===== src/rtl/mts_pkg.sv =====
// shared types and constants for the max tracking stack
// used by mts_ctrl, mts_datapath, max_tracking_stack_top and mts_checker
package mts_pkg;

   localparam int STACK_DEPTH_DEFAULT = 1024;
   localparam int VALUE_W             = 64;
   localparam int COUNT_OUT_W         = 11;
   localparam int ERR_W               = 2;

   localparam logic OP_PUSH = 1'b0;
   localparam logic OP_POP  = 1'b1;

   localparam logic [ERR_W-1:0] ERR_OK    = 2'd0;
   localparam logic [ERR_W-1:0] ERR_EMPTY = 2'd1;
   localparam logic [ERR_W-1:0] ERR_FULL  = 2'd2;

   // controller to datapath
   typedef struct packed {
      logic capture;  // latch the request fields
      logic exec;     // perform the push or pop
      logic refill;   // load top registers from the memory read
   } mts_cmd_type;

   // datapath to controller
   typedef struct packed {
      logic needs_refill;  // pop that leaves entries behind
   } mts_status_type;

endpackage


===== src/rtl/mts_ctrl.sv =====
// controller state machine for the max tracking stack
// depends on mts_pkg for the command and status structs
module mts_ctrl (
   input  logic                   clock,
   input  logic                   reset,
   input  logic                   start,
   output logic                   busy,
   input  mts_pkg::mts_status_type status,
   output mts_pkg::mts_cmd_type    cmd
);
   import mts_pkg::*;

   typedef enum logic [2:0] {
      S_IDLE = 3'b001,
      S_EXEC = 3'b010,
      S_READ = 3'b100
   } state_type;

   state_type state_ff, state_in;

   always_comb begin
      state_in    = state_ff;
      cmd         = '0;
      busy        = 1'b1;
      case (state_ff)
         S_IDLE: begin
            busy = 1'b0;
            if (start) begin
               cmd.capture = 1'b1;
               state_in    = S_EXEC;
            end
         end
         S_EXEC: begin
            cmd.exec = 1'b1;
            state_in = status.needs_refill ? S_READ : S_IDLE;
         end
         S_READ: begin
            cmd.refill = 1'b1;
            state_in   = S_IDLE;
         end
         default: begin
            state_in = S_IDLE;
         end
      endcase
   end

   always_ff @(posedge clock) begin
      if (reset) begin
         state_ff <= S_IDLE;
      end else begin
         state_ff <= state_in;
      end
   end

endmodule


===== config.mk =====
export PLATFORM = sky130hd
export DESIGN_NAME = mts_ctrl
export DESIGN_NICKNAME = d
export VERILOG_FILES = /design/src/rtl/mts_pkg.sv /design/src/rtl/mts_ctrl.sv
export SDC_FILE = /design/constraint.sdc
export NUM_CORES = 1
export LEC_CHECK = 0
export ABC_AREA = 1
export BUFFER_PORTS_ARGS = -buffer_cell sky130_fd_sc_hd__buf_2
export CORE_AREA = 2 2 39 41
export DETAILED_ROUTE_END_ITERATION = 16
export DIE_AREA = 0 0 41 43
export PLACE_DENSITY = 0.3
export REMOVE_ABC_BUFFERS = 1
export SLEW_MARGIN = 40
export SYNTH_ARGS = -nofsm -noshare
export SYNTH_HDL_FRONTEND = slang
export SYNTH_SLANG_ARGS = --single-unit

===== constraint.sdc =====
create_clock -name clock -period 0.8 [get_ports clock]
set_clock_uncertainty 0.05 [all_clocks]
set_input_delay 0.04 -clock clock [delete_from_list [all_inputs] [get_ports clock]]
set_output_delay 0.04 -clock clock [all_outputs]
set_load 0.02 [all_outputs]

### Word-level counts from Yosys, hierarchy flattened

Index checks and enable logic that the tools add are counted.

| cells by class | value |
|---|---|
| eq/ne operators | 4 |
| mux-type cells | 8 |

Operator list:

| operator | number |
|---|---|
| 3-bit 2-to-1 mux | 2 |
| 3-bit case mux with 2 select lines | 1 |
| 1-bit 2-to-1 mux | 5 |
| 3-bit by 1-bit == test with 1-bit output, second input constant | 1 |
| 3-bit by 2-bit == test with 1-bit output, second input constant | 1 |
| 3-bit == test, second input constant | 1 |
| 2-bit != test, second input constant | 1 |

| word-level totals | value |
|---|---|
| register bits | 3 |
| output and inout port bits | 4 |
| word-level logic and storage cells | 13 |

### Longest topological paths before layout

Gate-level depths: netlist (run 1).

| depth | value |
|---|---|
| word-level depth | 2 |
| mapped depth | 5 |
| mapped depth without buffers | 5 |

### Least setup slack after synthesis (run 1)

Ideal clock, no wire load.

| timing | value |
|---|---|
| path kind | register to output |
| start point | reg state_ff[0] |
| end point | out cmd[0] in the netlist's numbering |
| data arrival time | 852 ps |
| path slack | -142 ps |
| cell stages (with the launch flop) | 2 |
| path buffers | 0 |
| cells stage by stage | dfxtp_1 -> nor3_1 |

RTL lines:

| item | RTL line | text |
|---|---|---|
| start: declaration | mts_ctrl.sv:19 | `state_type state_ff, state_in;` |
| start signal: assignment | mts_ctrl.sv:51 | `state_ff <= state_in;` |
| end: declaration | mts_ctrl.sv:9 | `output mts_pkg::mts_cmd_type cmd` |

==> results.md, run 1 <==
* CP arrival at between 0.9 and 1 ns
* Clock latency on the worst-skew pair at 0.23 ns
* H-tree depth at 1
* Worst setup margin at -0.229 ns
* Slowest-stage cell, CP: dfxtp_4
* Row count at 14
* Post-DRT Antenna Nets at 0
* CTS sink count at 3
* Hold Crit Class: input port to flop
* Total global routing overflow at 0
* Vias in the first global route at 173
* TritonCTS buffer count at 3
* Max Cap Viol at 0
* Cell Area, Synth at about 140 um2
* RSZ-0062 raised after global routing: yes
* IO Port Bufs at 7
* Maximum number of pins on one net before global-route repair at 5
* Met1 wire length at 146 um
* Final wirelength at just under 400 um
* Final setup viols at 6
* Initial antenna violation count at 0
* Total GRT Usage at 6.62%
* Startpoint types: flop
* Final Max Tran Viols at 0
* Worst vdd ir at between 600 and 700 uV
* Max Buffers Root-to-Sink at 2
* Count of cell types in the netlist at 8
* Number of cells on the worst reg-to-reg path at 6
* Worst setup EP type: output pin
* Top Ports at 8
* Reg with most FFs: state_ff
* Critical path class: flop to output pin
* Inserted Diodes at 0
* Final Wtd Congestion at between 0.5 and 0.6
* Slew @ Worst Pin at roughly 0.16 ns
* Tcrit/Tclk final at 129%
* Hold_ws at approximately 0.031 ns
* Die X at around 41 um
* FF+latch area at approximately 66 um2
* Crit-path max FO at 4
* Core Area at between 0.001 and 0.0015 mm2
* Die height at between 40 and 50 um
* Worst hold path stage count at 3
* Critical-path cell list: nor3_1 -> buf_4
* Status: finished, violations left
* Layout cells sized above 1 at 67.7%
* Max FFs per register at 3
* Lkg Pwr at around 0.00012 uW
* Starting Density at under 10%
* Top delay family on crit path: flip-flops
* Failing checks: setup timing
* Slew headroom at 89.4%
* Final Hold Vio Count at 0
* Ys Warns at 0
* CP Depth at 2
* Cells after synthesis at 18
* WL met2 at 175 um
* Fin nets at 36
* DP Worst Slack at -0.0848 ns
* Cell area after layout at about 270 um2
* Area Growth Syn to Fin at 99.1%
* Placed cell area at about 190 um2
* Clk root buf: clkbuf_4
* Highest routed layer: met3
* Cell Pwr Density at 2100 mW/mm2
* Largest regs: state_ff: 3 flops
* Layout fillers at 162
* Crit path buf inv count at 1
* Met3 WL at 67 um
* Mapped Avg Cell Area at roughly 7.6 um2
* DR pass1 iterations at 2
* CTS tree: yes
* Clock transition at the registers of the reported paths at roughly 0.04 ns
* DR DRC count at 0
* Area of the multi-input gates at 83.8 um2
* Fin crit period at 1.03 ns
* First-pass GRT wire length at 724 um
* Synth Register Bits at 3
* Fmax at just under 1000 MHz
* Vias per inst at ~3.5
* CP required at around 0.71 ns
* Delay of the slowest critical-path stage at around 0.35 ns
* DRT iter0 DRCs at 4
* DPL Wire Length at about 250 um
* Die Footprint at 0.00176 mm2
* Sequential share of the synthesized area at about 44%
* Drt wl/cell at approximately 8.3 um
* Via count at between 150 and 200
cells in the final DEF (no fill, tap or decap):
cell,instances
buf_2,4
nor2_1,3
clkbuf_4,3
buf_4,3
nor3_2,2
nand2_1,2
dfxtp_2,2
inv_4,1
inv_2,1
nand3_4,1
nor3_1,1
inv_1,1
nor2_4,1
nand3_1,1
nor2_2,1
clkbuf_1,1
dlygate4sd3_1,1
buf_6,1
dfxtp_4,1
per-stage QoR:
stage	total power [uW]	setup TNS (ns)	util (%)	instances
after global routing	630	-1.51	19.8	47
final	575	-1.05	19.8	47
after floorplan	233	-0.453	-	18
after detailed placement	264	-0.188	13.9	41
after CTS	579	-1.12	19.1	47
after global placement	261	-0.0917	13.9	41
final timing paths:
| path | slack [ns] | endpoint | startpoint |
|---|---|---|---|
| min | 0.03 | state_ff[2]$_SDFFE_PP0P_ | status |
| min reg2reg | 0.53 | state_ff[2]$_SDFFE_PP0P_ | state_ff[0]$_SDFFE_PP1P_ |
| max reg2reg | -0.14 | state_ff[0]$_SDFFE_PP1P_ | state_ff[1]$_SDFFE_PP0P_ |
| max | -0.23 | cmd[0] | state_ff[0]$_SDFFE_PP1P_ |
routing by layer:
layer | up-vias | track usage, %
li1 | 84 | -
met1 | 70 | 8.01
met2 | 12 | 6.88
met3 | 0 | 6.81
met4 | 0 | 4.00
met5 | - | 0
Yosys cell counts:
library cell	n	share of area, %
nand2_1	2	5.5
nand3_1	1	3.6
dfxtp_1	3	44
nand3_4	1	13
inv_1	3	8.2
nor3_1	3	11
nor2_2	1	4.5
nor2_1	4	11
cells by family after synthesis:
logic type | share of synthesized area, %
buffers and inverters | 8.18
DFF | 43.6
and+or+nand+nor | 48.2
layout make-up:
cell class                      instances  area share, %
Multi-Input combinational cell         12           30.6
Sequential cell                         3           24.2
Timing Repair Buffer                    9           23.3
Clock buffer                            4           9.59
Tap cell                               16           7.31
Inverter                                3           5.02
tightest hold or removal path: stages:
cell and delay (ns):
buf_2 0.10, nand3_1 0.10, nor2_1 0.04
repair_timing:
action / in CTS / in global routing
gates resized for setup: 12 / 3
pin swaps: 2 / 1
setup endpoints to repair: 6 / 7
endpoints found under the hold margin: 3 / 0
hold buffers: 1 / 0
setup buffers: 1 / 0
power by group:
part	leakage (uW)	internal, uW	switching [uW]
clock	0.0000150	187	80.5
sequential	0.0000256	163	14.2
combinational	0.0000812	60.2	70.4
total	0.000122	410	165
(Power assumes the default switching activity.)
==> run 2: changes to the inputs <==
- CELL_PAD_IN_SITES_DETAIL_PLACEMENT: not set -> 1
- CELL_PAD_IN_SITES_GLOBAL_PLACEMENT: not set -> 1
- HOLD_SLACK_MARGIN: not set -> 0.05
- PLACE_DENSITY: 0.3 -> 0.34
==> results.md, run 2 (synthesized netlist as in run 1, its figures left out) <==
* Status: finished, violations left
* Failing checks: setup timing
* CP required at 0.71 ns (about the same)
* Post-DRT Antenna Nets at 0 (unchanged)
* Core Area at 0.00138 mm2 (unchanged)
* Final Hold Vio Count at 0 (unchanged)
* Number of cells on the worst reg-to-reg path at 6 (unchanged)
* Crit-path max FO at 4 (unchanged)
* Max FFs per register at 3 (unchanged)
* Layout cells sized above 1 at 71.9% (+4.1 points)
* P_sw at 161 uW (-2.5%)
* Clk root buf: clkbuf_4
* Drt wl/cell at 7.92 um (-4.1%)
* CTS sink count at 3 (unchanged)
* Sequential Power Share at 30.7% (about the same)
* Largest regs: state_ff: 3 flops
* Startpoint types: flop
* DPL Wire Length at 279 um (+13%)
* DRT iter0 DRCs at 1 (-3)
* Lkg Pwr at 0.000126 uW (+3.8%)
* CP arrival at 0.94 ns (about the same)
* Die X at 41 um (unchanged)
* Vias per inst at 3.35 (-5.0%)
* Clock Power Share at 45.3% (-1.2 points)
* Clock latency on the worst-skew pair at 0.23 ns (about the same)
* Inserted Diodes at 0 (unchanged)
* Total GRT Usage at 5.12% (-1.5 points)
* Final setup viols at 6 (unchanged)
* DR DRC count at 0 (unchanged)
* Die Footprint at 0.00176 mm2 (unchanged)
* Cts hold-fix bufs at 1 (unchanged)
* Fin crit period at 1.03 ns (-0.00329 ns)
* Hold Crit Class: input port to flop
* IO Port Bufs at 7 (unchanged)
* Fmax at 975 MHz (+0.32%)
* Cell Pwr Density at 2040 mW/mm2 (-2.8%)
* Worst setup EP type: output pin
* Most frequent cells in the layout: 4 x buf_2, 4 x buf_4
* Final wirelength at 380 um (-2.1%)
* Slew @ Worst Pin at 0.124 ns (-0.0328 ns)
* Tcrit/Tclk final at 128% (-0.41 points)
* Worst vdd ir at 469 uV (-29%)
* Internal power at 418 uW (+2.1%)
* Top Ports at 8 (unchanged)
* Final Max Tran Viols at 0 (unchanged)
* H-tree depth at 1 (unchanged)
* Fin nets at 37 (+2.8%)
* Max Cap Viol at 0 (unchanged)
* Die height at 43 um (unchanged)
* Critical path class: flop to output pin
* Clock transition at the registers of the reported paths at 0.04 ns (about the same)
* Critical-path cell list: inv_2 -> nand3_4 -> nor2_4 -> buf_6
* Setup TNS at -1.01 ns (+0.0371 ns)
* First-pass GRT wire length at 538 um (-26%)
* RSZ-0062 raised after global routing: yes
* Total global routing overflow at 0 (unchanged)
* PnR Total Power at 579 uW (+0.77%)
* DP Worst Slack at -0.0766 ns (+0.00822 ns)
* Starting Density at 9.95% (unchanged)
* Final Wtd Congestion at 0.545 (-4.8%)
* Placed cell area at 193 um2 (unchanged)
* CTS tree: yes
* Cell area after layout at 284 um2 (+3.7%)
* Slowest-stage cell, CP: dfxtp_2
* Maximum number of pins on one net before global-route repair at 5 (unchanged)
* Initial antenna violation count at 0 (unchanged)
* Final Core Density at 20.5% (+0.72 points)
* Worst hold path stage count at 3 (unchanged)
* Delay of the slowest critical-path stage at 0.32 ns (-0.03 ns)
* Vias in the first global route at 165 (-4.6%)
* Reg with most FFs: state_ff
* Switching share of power at 27.8% (-0.93 points)
* Slew headroom at 91.7% (+2.2 points)
* Max Buffers Root-to-Sink at 2 (unchanged)
* DR pass1 iterations at 2 (unchanged)
* Row count at 14 (unchanged)
* Area Growth Syn to Fin at 106%
* Comb pwr share at 24.0% (+1.3 points)
* TritonCTS buffer count at 3 (unchanged)
* Worst setup margin at -0.226 ns (+0.00329 ns)
* Via count at 161 (-3.0%)
-- run 2: worst max-delay path: cells and delay by family, from the launching register on --
family | cells | cell delay (ns)
buffers and inverters | 2 | 0.20
flip-flops | 1 | 0.32
AND/OR/NAND/NOR | 2 | 0.18
-- run 2: timing repair --
action | in CTS | in global routing
setup buffers | 1 | 1
resized for setup | 12 | 3
endpoints found under the setup margin | 6 | 7
endpoints found under the hold margin | 3 | 1
pin swaps | 2 | 1
-- run 2: area by class of cell --
cell class | instances | area (um2)
clock buffer | 4 | 26.3
timing repair buffer | 10 | 71.3
fill | 170 | 1100
inverter | 3 | 13.8
tap | 16 | 20.0
multi-input combinational | 12 | 88.8
sequential | 3 | 63.8
-- run 2: power by group through the flow --
| stage | Combinational, uW | Clock [uW] | Sequential (uW) |
|---|---|---|---|
| floorplan | 60.9 | 0 | 172 |
| global placement | 90.6 | 0 | 174 |
| detailed placement | 90.7 | 0 | 174 |
| CTS | 126 | 278 | 176 |
| global route | 152 | 288 | 179 |
| finish | 139 | 262 | 178 |
-- run 2: per-layer routing --
metal | global-route usage, % | part of all wire (%)
met4 | 6.00 | 0
met2 | 7.19 | 51
met5 | 0 | 0
met3 | 3.14 | 14
met1 | 4.18 | 35
-- run 2: worst paths after layout --
path                       startpoint                        to  slack (ns)
max          state_ff[2]$_SDFFE_PP0P_                    cmd[2]       -0.23
min                            status  state_ff[2]$_SDFFE_PP0P_        0.03
max reg2reg  state_ff[1]$_SDFFE_PP0P_  state_ff[0]$_SDFFE_PP1P_       -0.13
min reg2reg  state_ff[2]$_SDFFE_PP0P_  state_ff[2]$_SDFFE_PP0P_        0.52
-- run 2: metrics by stage --
step / std cells / hold WS (ns)
2_1_floorplan: 18 / 0.0624
3_5_place_dp: 41 / 0.187
4_1_cts: 47 / 0.0302
6_report: 48 / 0.0340
5_1_grt: 48 / 0.0473
3_3_place_gp: 41 / 0.192
==> run 3: changes to the inputs <==
- BUFFER_PORTS_ARGS: -buffer_cell sky130_fd_sc_hd__buf_2 -> -buffer_cell sky130_fd_sc_hd__clkbuf_2
- clock period: 0.8 -> 0.89 ns (I/O delays scaled with it)
==> results.md, run 3 (synthesized netlist as in run 1, its figures left out) <==
* CTS tree: yes
* TritonCTS buffer count at 3 (unchanged)
* Final wirelength at 406 um (+6.8%)
* CP arrival at 0.94 ns (about the same)
* Setup TNS at -0.566 ns (+0.445 ns)
* DP Cell Count at 41 (unchanged)
* Final Wtd Congestion at 0.493 (-9.6%)
* Reg with most FFs: state_ff
* CP Depth at 4 (unchanged)
* Crit-path max FO at 4 (unchanged)
* Die X at 41 um (unchanged)
* IO Port Bufs at 7 (unchanged)
* Total GRT Usage at 6.12% (+1.0 points)
* Lkg Pwr at 0.000143 uW (+13%)
* Crit path buf inv count at 2 (unchanged)
* Via count at 175 (+8.7%)
* Area Growth Syn to Fin at 133%
* Slew @ Worst Pin at 0.145 ns (+0.0202 ns)
* CP required at 0.80 ns (+0.09 ns)
* Non-filler instance count after layout at 51 (+6.3%)
* DPL Wire Length at 274 um (-2.0%)
* Commonest non-fill, non-tap cell in the layout: buf_4
* Most frequent cells in the layout: 5 x buf_4, 3 x nor2_1, 3 x clkbuf_4, 3 x dlygate4sd3_1, 3 x clkbuf_2
* Final setup viols at 6 (unchanged)
* Inserted Diodes at 0 (unchanged)
* Worst setup EP type: output pin
* Worst setup margin at -0.140 ns (+0.0860 ns)
* First-pass GRT wire length at 607 um (+13%)
* RSZ-0062 raised after global routing: yes
* Final Hold Vio Count at 0 (unchanged)
* Failing checks: setup timing
* Clk root buf: clkbuf_4
* Max FFs per register at 3 (unchanged)
* Startpoint types: flop
* Clock transition at the registers of the reported paths at 0.04 ns (about the same)
* DR DRC count at 0 (unchanged)
* Final Max Tran Viols at 0 (unchanged)
* Layout cells sized above 1 at 65.7% (-6.2 points)
* DR pass1 iterations at 1 (-1)
* Hold Crit Class: input port to flop
* Worst hold path stage count at 4 (+1)
* Area of the multi-input gates at 83.8 um2 (-5.6%)
* FF+latch area at 66.3 um2 (+3.9%)
* Critical path class: flop to output pin
* Placed cell area at 193 um2 (unchanged)
* Core Area at 0.00138 mm2 (unchanged)
* Layout fillers at 173 (+1.8%)
* Starting Density at 9.95% (unchanged)
* Vias in the first global route at 160 (-3.0%)
* Die Footprint at 0.00176 mm2 (unchanged)
* Critical-path cell list: inv_4 -> nand3_4 -> nor2_4 -> buf_6
* Total global routing overflow at 0 (unchanged)
* Clock latency on the worst-skew pair at 0.23 ns (about the same)
* PnR Total Power at 535 uW (-7.7%)
* Delay of the slowest critical-path stage at 0.33 ns (about the same)
* Top delay family on crit path: flip-flops
* CTS sink count at 3 (unchanged)
* Cell Pwr Density at 1670 mW/mm2 (-18%)
* Worst vdd ir at 620 uV (+32%)
* Die height at 43 um (unchanged)
* DRT iter0 DRCs at 0 (-1)
* Drt wl/cell at 7.96 um (+0.56%)
* Slew headroom at 90.3% (-1.4 points)
* Cell area after layout at 320 um2 (+13%)
* Top Ports at 8 (unchanged)
* Vias per inst at 3.43 (+2.3%)
* Final Core Density at 23.1% (+2.6 points)
* Tcrit/Tclk final at 116%
* Fin nets at 40 (+8.1%)
* H-tree depth at 1 (unchanged)
* Fin crit period at between 1 and 1.5 ns
* Largest regs: state_ff: 3 flops
* Slowest-stage cell, CP: dfxtp_2
* Row count at 14 (unchanged)
* Post-DRT Antenna Nets at 0 (unchanged)
* Max Buffers Root-to-Sink at 2 (unchanged)
* Fmax at 971 MHz
* Status: finished, violations left
* Number of cells on the worst reg-to-reg path at 6 (unchanged)
* Max Cap Viol at 0 (unchanged)
* Initial antenna violation count at 0 (unchanged)
* Maximum number of pins on one net before global-route repair at 6 (+1)
==> run 3: repair_timing <==
action                                 in CTS  in global routing
endpoints found under the hold margin       3                  0
buffers inserted                            2                  1
hold buffers                                3                  0
gates resized for setup                     9                 12
pin swaps                                   0                  1
setup endpoints to repair                   5                  6
==> run 3: path summary, 6_finish.rpt <==
path,startpoint,to,slack [ns]
worst max-delay path,state_ff[1]$_SDFFE_PP0P_,cmd[2],-0.14
worst min-delay path,start,state_ff[0]$_SDFFE_PP1P_,0.06
worst max register to register,state_ff[1]$_SDFFE_PP0P_,state_ff[0]$_SDFFE_PP1P_,-0.08
worst min register to register,state_ff[0]$_SDFFE_PP1P_,state_ff[1]$_SDFFE_PP0P_,0.51
==> run 3: cell type report <==
| type | count | share of cell area, % |
|---|---|---|
| well taps | 16 | 6.25 |
| inverters | 3 | 5.08 |
| multi-input cells | 12 | 26.2 |
| flip-flops and latches | 3 | 20.7 |
| clock buffers | 4 | 8.20 |
| repair buffers | 13 | 33.6 |
==> run 3: metrics by stage <==
| step | setup slack (ns) | hold slack (ns) |
|---|---|---|
| 6_report | -0.140 | 0.0563 |
| 5_1_grt | -0.197 | 0.0688 |
| 4_1_cts | -0.208 | 0.0557 |
| 3_5_place_dp | -0.0134 | 0.203 |
| 3_3_place_gp | 0.0124 | 0.201 |
| 2_1_floorplan | -0.0563 | 0.0669 |
==> run 3: layer usage <==
metal | vias up | track usage [%] | routed length, um
met5 | - | 0 | 0
met4 | 0 | 4.00 | 0
met3 | 0 | 7.85 | 55
met2 | 10 | 7.50 | 185
met1 | 75 | 5.13 | 165
li1 | 90 | - | -
==> run 3: worst reg2reg max path, delay by kind of cell (launching register included) <==
family	cells	cell delay, ns
flip-flops	1	0.35
AND/OR/NAND/NOR	4	0.29
buffers and inverters	2	0.18
==> run 3: power breakdown <==
group	switching (uW)	leakage [uW]	internal [uW]
sequential	14.2	0.0000256	146
combinational	64.0	0.000102	73.2
clock	69.1	0.0000150	168
total	147	0.000143	388
